<file path="src/rtl/vwcp_pkg.sv">
// ----------------------------------------------------------------------------
// vwcp_pkg
// Shared types and constants of the variable width code packer.
// ----------------------------------------------------------------------------
package vwcp_pkg;

	localparam int WORD_BITS  = 16;
	localparam int WIDTH_BITS = 5;
	localparam int FILL_BITS  = 4;
	localparam int JOIN_BITS  = 2 * WORD_BITS - 1;

	localparam logic [WIDTH_BITS-1:0] WIDTH_RESET = WIDTH_BITS'(9);
	localparam logic [WIDTH_BITS-1:0] WIDTH_MAX   = WIDTH_BITS'(WORD_BITS);

	typedef enum logic {
		MODE_APPEND = 1'b0,
		MODE_FLUSH  = 1'b1
	} mode_t;

	// One input beat as it travels from the input register to the packer.
	typedef struct packed {
		mode_t                 mode;
		logic [WORD_BITS-1:0] code;
	} item_t;

endpackage

</file>
<file path="src/rtl/vwcp_in_reg.sv">
// ----------------------------------------------------------------------------
// vwcp_in_reg
// Input register: holds one accepted beat until the packer takes it.
// ----------------------------------------------------------------------------
module vwcp_in_reg
	import vwcp_pkg::*;
(
	input  logic  clk,
	input  logic  arst_n,
	input  logic  in_valid,
	output logic  in_ready,
	input  item_t in_item,
	output logic  item_valid,
	input  logic  item_take,
	output item_t item
);

	logic  valid_s1;
	item_t item_s1;

	// A new beat may enter when the register is empty or is drained this cycle.
	assign in_ready = !valid_s1 || item_take;

	always_ff @(posedge clk or negedge arst_n) begin
		if (!arst_n) begin
			valid_s1 <= 1'b0;
		end else if (in_ready) begin
			valid_s1 <= in_valid;
		end
	end

	always_ff @(posedge clk) begin
		if (in_ready && in_valid) begin
			item_s1 <= in_item;
		end
	end

	assign item_valid = valid_s1;
	assign item       = item_s1;

endmodule

</file>
<file path="src/rtl/vwcp_pack.sv">
// ----------------------------------------------------------------------------
// vwcp_pack
// Bit accumulator, shift-and-or packing logic and the output word register.
// ----------------------------------------------------------------------------
module vwcp_pack
	import vwcp_pkg::*;
(
	input  logic                  clk,
	input  logic                  arst_n,
	input  logic [WIDTH_BITS-1:0] code_width,
	input  logic                  item_valid,
	output logic                  item_take,
	input  item_t                 item,
	output logic                  out_valid,
	input  logic                  out_ready,
	output logic [WORD_BITS-1:0]  packed_word
);

	logic [WORD_BITS-1:0]  acc_q;
	logic [FILL_BITS-1:0]  fill_q;
	logic                  out_valid_q;
	logic [WORD_BITS-1:0]  word_q;

	logic                  advance;
	logic                  do_item;
	logic [WIDTH_BITS-1:0] w_sat;
	logic [WORD_BITS:0]    mask_wide;
	logic [WORD_BITS-1:0]  bits;
	logic [JOIN_BITS-1:0]  joined;
	logic [WIDTH_BITS-1:0] total;
	logic [FILL_BITS-1:0]  rest;
	logic [WORD_BITS-1:0]  rest_mask;
	logic [WIDTH_BITS-1:0] flush_shift;

	logic                  emit;
	logic [WORD_BITS-1:0]  emit_word;
	logic [WORD_BITS-1:0]  acc_d;
	logic [FILL_BITS-1:0]  fill_d;

	// The packer moves whenever the output register is free or being read.
	assign advance   = !out_valid_q || out_ready;
	assign item_take = advance;
	assign do_item   = advance && item_valid;

	always_comb begin
		w_sat       = (code_width > WIDTH_MAX) ? WIDTH_MAX : code_width;
		mask_wide   = ((WORD_BITS+1)'(1) << w_sat) - (WORD_BITS+1)'(1);
		bits        = item.code & mask_wide[WORD_BITS-1:0];
		joined      = ({{(JOIN_BITS-WORD_BITS){1'b0}}, acc_q} << w_sat)
		            | {{(JOIN_BITS-WORD_BITS){1'b0}}, bits};
		total       = {1'b0, fill_q} + w_sat;
		rest        = total[FILL_BITS-1:0];
		rest_mask   = (WORD_BITS'(1) << rest) - WORD_BITS'(1);
		flush_shift = WIDTH_BITS'(WORD_BITS) - {1'b0, fill_q};

		emit      = 1'b0;
		emit_word = '0;
		acc_d     = acc_q;
		fill_d    = fill_q;
		case (item.mode)
			MODE_FLUSH: begin
				if (fill_q != '0) begin
					emit      = 1'b1;
					emit_word = acc_q << flush_shift;
					acc_d     = '0;
					fill_d    = '0;
				end
			end
			MODE_APPEND: begin
				if (w_sat != '0) begin
					if (total[WIDTH_BITS-1]) begin
						// A full word is done; the spare low bits stay pending.
						emit      = 1'b1;
						emit_word = WORD_BITS'(joined >> rest);
						acc_d     = joined[WORD_BITS-1:0] & rest_mask;
						fill_d    = rest;
					end else begin
						acc_d  = joined[WORD_BITS-1:0];
						fill_d = total[FILL_BITS-1:0];
					end
				end
			end
			default: begin
				emit = 1'b0;
			end
		endcase
	end

	always_ff @(posedge clk or negedge arst_n) begin
		if (!arst_n) begin
			acc_q       <= '0;
			fill_q      <= '0;
			out_valid_q <= 1'b0;
		end else begin
			if (do_item) begin
				acc_q  <= acc_d;
				fill_q <= fill_d;
			end
			if (advance) begin
				out_valid_q <= do_item && emit;
			end
		end
	end

	always_ff @(posedge clk) begin
		if (do_item && emit) begin
			word_q <= emit_word;
		end
	end

	assign out_valid   = out_valid_q;
	assign packed_word = word_q;

	// Pending bits always sit below the fill count.
	a_acc_clean: assert property (@(posedge clk) disable iff (!arst_n)
		(acc_q >> fill_q) == '0)
		else $error("accumulator holds bits above the fill count");

	a_flush_clears: assert property (@(posedge clk) disable iff (!arst_n)
		(do_item && item.mode == MODE_FLUSH) |=> (fill_q == '0 && acc_q == '0))
		else $error("flush left pending bits");

	a_empty_flush: assert property (@(posedge clk) disable iff (!arst_n)
		(do_item && item.mode == MODE_FLUSH && fill_q == '0) |=> !out_valid_q)
		else $error("empty flush produced a word");

	a_short_append: assert property (@(posedge clk) disable iff (!arst_n)
		(do_item && item.mode == MODE_APPEND && !total[WIDTH_BITS-1])
		|=> (!out_valid_q && fill_q == $past(total[FILL_BITS-1:0])))
		else $error("append below a full word misbehaved");

endmodule

</file>
<file path="src/rtl/variable_width_code_packer.sv">
// ----------------------------------------------------------------------------
// variable_width_code_packer
// Packs 1 to 16 bit codes msb first into 16-bit words, with zero-padded flush.
// ----------------------------------------------------------------------------
// The block takes one beat per clock cycle while in_ready is high. The beat
// that completes a word passes the input register, then the output word
// register, with the accumulator updated by a combinational shift-and-or
// between them. Ready drops only while the output word waits.
// The code width register resets to 9; widths above 16 act as 16 and a width
// of zero appends nothing. Write it only while no beats are in flight.
module variable_width_code_packer
	import vwcp_pkg::*;
(
	input  logic                  clk,
	input  logic                  arst_n,
	input  logic                  cfg_valid,
	output logic                  cfg_ready,
	input  logic [WIDTH_BITS-1:0] code_width,
	input  logic                  in_valid,
	output logic                  in_ready,
	input  logic                  mode,
	input  logic [WORD_BITS-1:0]  code_value,
	output logic                  out_valid,
	input  logic                  out_ready,
	output logic [WORD_BITS-1:0]  packed_word
);

	logic [WIDTH_BITS-1:0] width_q;
	item_t                 in_item;
	item_t                 item;
	logic                  item_valid;
	logic                  item_take;

	assign cfg_ready = 1'b1;

	always_ff @(posedge clk or negedge arst_n) begin
		if (!arst_n) begin
			width_q <= WIDTH_RESET;
		end else if (cfg_valid && cfg_ready) begin
			width_q <= code_width;
		end
	end

	assign in_item.mode = mode_t'(mode);
	assign in_item.code = code_value;

	vwcp_in_reg u_in_reg (
		.clk        (clk),
		.arst_n     (arst_n),
		.in_valid   (in_valid),
		.in_ready   (in_ready),
		.in_item    (in_item),
		.item_valid (item_valid),
		.item_take  (item_take),
		.item       (item)
	);

	vwcp_pack u_pack (
		.clk         (clk),
		.arst_n      (arst_n),
		.code_width  (width_q),
		.item_valid  (item_valid),
		.item_take   (item_take),
		.item        (item),
		.out_valid   (out_valid),
		.out_ready   (out_ready),
		.packed_word (packed_word)
	);

endmodule

</file>
<file path="config.mk">
export PLATFORM = sky130hd
export DESIGN_NAME = variable_width_code_packer
export DESIGN_NICKNAME = d
export VERILOG_FILES = /design/src/rtl/vwcp_pkg.sv /design/src/rtl/vwcp_in_reg.sv /design/src/rtl/vwcp_pack.sv /design/src/rtl/variable_width_code_packer.sv
export SDC_FILE = /design/constraint.sdc
export NUM_CORES = 1
export LEC_CHECK = 0
export ABC_AREA = 1
export ABC_CLOCK_PERIOD_IN_PS = 3600
export BUFFER_PORTS_ARGS = -buffer_cell sky130_fd_sc_hd__buf_2
export CORE_UTILIZATION = 56
export DETAILED_ROUTE_END_ITERATION = 7
export MAX_ROUTING_LAYER = met4
export PLACE_DENSITY = 0.86
export SYNTH_ARGS = -nofsm -noshare
export SYNTH_HDL_FRONTEND = slang
export SYNTH_SLANG_ARGS = --single-unit
</file>
<file path="constraint.sdc">
create_clock -name clk -period 3.6 [get_ports clk]
set_input_delay 0.54 -clock clk [delete_from_list [all_inputs] [get_ports clk]]
set_output_delay 0.54 -clock clk [all_outputs]
set_load 0.02 [all_outputs]
</file>
==> results.md <==
* Area growth from synthesis to layout at 8.426%
* Worst slew pin tran at 998.7 ps
* Crit path time final at 3472 ps
* Status: finished with violations
* Mapped Nets at 1045
* Vias in the first global route at 6924
* Tot GR Track Use at 45.05%
* Total Nets Final at 1077
* Fin util at 62.85%
* Total wire length at 24780 um
* Via density at 6.252
* CP max FO at 12
* Final setup fails at 0
* DR vias at 7427
* Core ar. at 10890 sq um
* GPL Wtd Cong at 1.084
* Hpwl dp at 19030 um
* Critical Path Start Type: flop
* H-Tree Depth at 3
* Port buffer count at 44
* First-pass detailed-route iteration total at 8
* Setup TNS at 0 ps
* Largest net degree at the start of global routing at 31
* Starting DRT DRC Count at 1109
* Num ports at 46
* Number of synthesized register bits at 60
* Clock sink count at 60
* Part of the power in registers at 17.1%
* Clk buf depth at 2
* Setup Skew at 18.39 ps
* Worst EP required at 3730 ps
* Initial Util at 57.96%
* Avg Cell Area, Syn at 6.242 sq um
* Critical path type: reg -> reg
* Maximum vdd drop at 0.7856 mV
* ANT cells at 0
* Yosys warns at 0
* Post-synthesis sequential area ratio at 26.45%
* Comb pwr share at 71.1%
* Post-synth EDFFs at 33
* Sw frac at 57.15%
* Initial antenna violation count at 0
* RSZ-0062 raised after global routing: no
* Internal power at 2.853 mW
* Syn Inst Count at 1011
* Fmax at 0.2880 GHz
* Clock power share at 11.9%
* Share of layout cells above drive strength 1 at 14.69%
* Max Cap Viol at 0
* Post_cts resized at 0
* Die Area at 11700 sq um
* DR WL/cell at 20.86 um
* DIE WIDTH at 108.2 um
* Unique masters post-synth at 50
* P_leak at 3.299 nW
* Num rows at 38
* Failing checks: design-rule violations
* Ys flop type: edfxtp_1
* Die Y at 108.2 um
* CTS Buf Count at 9
* Fin. Hold Viols at 0
* Total power at 6.657 mW
* Final cycle utilization of the critical path at 96.45%
* Critical Path End Type: flop
* Grt total ovfl at 0
* Net switching power at 3.804 mW
* Post-route ant nets at 0
* Worst hold-check path type: in -> async
* Slew margin rel. at 33.42%
* Worst-path clk slew at 90 ps
* Final std cells w/o fill at 1188
* Worst-Skew Late Latency at 380 ps
* Mapped cell area at 6311 sq um
* First-pass GRT wire length at 37580 um
* Power per cell area at 972.8 nW/um^2
* CTS tree: built
* Fin. max-slew vios at 0
* Setup Fix Bufs, Post-CTS at 0
* WHS at 223.8 ps
* Post-route DRC at 4
* Synth async-reset ratio at 45.00%
* Arr. time, crit path at 3600 ps
* Cell total after placement at 1172
* Hold_buf cts at 0
* Clk root buf: clkbuf_8
## cells by family after synthesis
family / Yosys count / synth area share (%)
other cells: 1 / 0.05942
fa+ha+maj: 7 / 1.507
xor+xnor: 8 / 1.408
flops: 60 / 26.45
simple gates: 647 / 46.11
compound gates: 135 / 12.51
buf+inv: 151 / 11.64
mux: 2 / 0.3172
## Yosys cell counts (2+ instances only)
| master | instances | area (sq um) |
|---|---|---|
| o21ai_1 | 15 | 75.07 |
| a21oi_1 | 22 | 110.1 |
| dfstp_2 | 2 | 52.55 |
| nor2_1 | 52 | 195.2 |
| edfxtp_1 | 33 | 991.0 |
| nor2_2 | 4 | 25.02 |
| nand2_4 | 3 | 33.78 |
| xnor2_1 | 2 | 17.52 |
| a21oi_2 | 4 | 35.03 |
| nand3_1 | 213 | 1066 |
| a311oi_1 | 2 | 17.52 |
| o22ai_1 | 10 | 62.56 |
| mux2i_1 | 2 | 20.02 |
| nand2_1 | 327 | 1227 |
| ha_1 | 6 | 75.07 |
| nand4_1 | 19 | 118.9 |
| buf_4 | 11 | 82.58 |
| xor2_1 | 5 | 43.79 |
| o211ai_1 | 9 | 67.56 |
| nor2_4 | 3 | 33.78 |
| inv_2 | 16 | 60.06 |
| nand3_2 | 7 | 70.07 |
| inv_1 | 77 | 289.0 |
| nor3_1 | 2 | 10.01 |
| buf_6 | 11 | 123.9 |
| o21ai_2 | 6 | 52.55 |
| dfrtp_1 | 25 | 625.6 |
| o21a_1 | 2 | 15.01 |
| buf_1 | 3 | 11.26 |
| nand2_2 | 7 | 43.79 |
| or2_2 | 3 | 18.77 |
| clkbuf_1 | 12 | 45.04 |
| o2111ai_1 | 2 | 17.52 |
| o21ai_0 | 56 | 280.3 |
| nand3b_1 | 3 | 22.52 |
| buf_2 | 18 | 90.09 |
| o31ai_1 | 4 | 30.03 |
## registers in the layout (all words and copies together), names as in the netlist
register,cells
u_in_reg.item,17
u_pack.acc_q,16
u_pack.packed_word,16
width_q,5
u_pack.fill_q,4
u_in_reg.item_valid,1
u_pack.out_valid,1
## worst max-delay path: stages (launching register included)
cell and delay [ps]:
dfrtp_1 660, buf_4 330, inv_6 100, nand4_1 150
or2_2 150, ha_1 150, inv_1 50, o21bai_2 210
nor2_2 350, nand4_1 140, nand3_1 250, nand3_1 140
nand3_1 140, nand3_1 80, nand2_1 100, nand2_1 60
nand2_1 90, nand2_1 70
## metal layers
layer / up-vias / global-route usage [%] / part of all wire [%]
met4: 0 / 23.58 / 5.6
li1: 3438 / - / -
met2: 555 / 68.93 / 44
met5: - / - / 0
met1: 3328 / 54.42 / 38
met3: 106 / 11.69 / 13
## cell usage in the layout (no fill, tap or decap), drive strengths merged, types with 3 or more instances in the layout
| master | n |
|---|---|
| nand2 | 338 |
| nand3 | 220 |
| inv | 95 |
| o21ai | 77 |
| buf | 77 |
| nor2 | 59 |
| edfxtp | 33 |
| a21oi | 26 |
| dfrtp | 25 |
| nand4 | 20 |
| o22ai | 10 |
| o211ai | 9 |
| clkbuf | 9 |
| ha | 6 |
| xor2 | 5 |
| o31ai | 4 |
| nand3b | 3 |
| or2 | 3 |
| bufinv | 3 |
| xnor2 | 3 |
## power groups by stage
stage	logic, mW	registers [mW]	clock network [mW]
after detailed placement	4.55	1.14	0
after floorplan	3.32	1.15	0
after CTS	4.57	1.12	0.791
after global placement	4.56	1.13	0
final	4.73	1.14	0.789
after global routing	5.15	1.15	0.809
## through the flow
| step | cell area [sq um] | setup WS, ps |
|---|---|---|
| after CTS | 6840 | 279.9 |
| after global routing | 6843 | 9.687 |
| after detailed placement | 6594 | 281.7 |
| after floorplan | 6311 | 165.4 |
| after global placement | 6594 | 209.9 |
| final | 6843 | 127.8 |
## area by class of cell
cell class                 instances  area (sq um)
timing repair buffer              77         480.5
inverter                          95         361.6
clock inverter                     7         122.6
clock buffer                       9         123.9
fill                            1040          4045
sequential                        60          1669
multi-input combinational        800          3910
tap                              140         175.2
## path summary, 6_finish.rpt
path | start | cells past startpoint | slack, ps | end
max | width_q[4] | 17 | 130 | u_pack.packed_word[9]
min | arst_n | 1 | 220 | u_pack.acc_q[12]
max reg2reg | width_q[4] | 17 | 130 | u_pack.packed_word[9]
min reg2reg | u_in_reg.item_valid | 2 | 580 | u_in_reg.item_valid
max in group asynchronous | arst_n | 1 | 2880 | u_pack.fill_q[0]
min in group clk | code_value[13] | 1 | 340 | u_in_reg.item[13]
(Power assumes the default switching activity.)
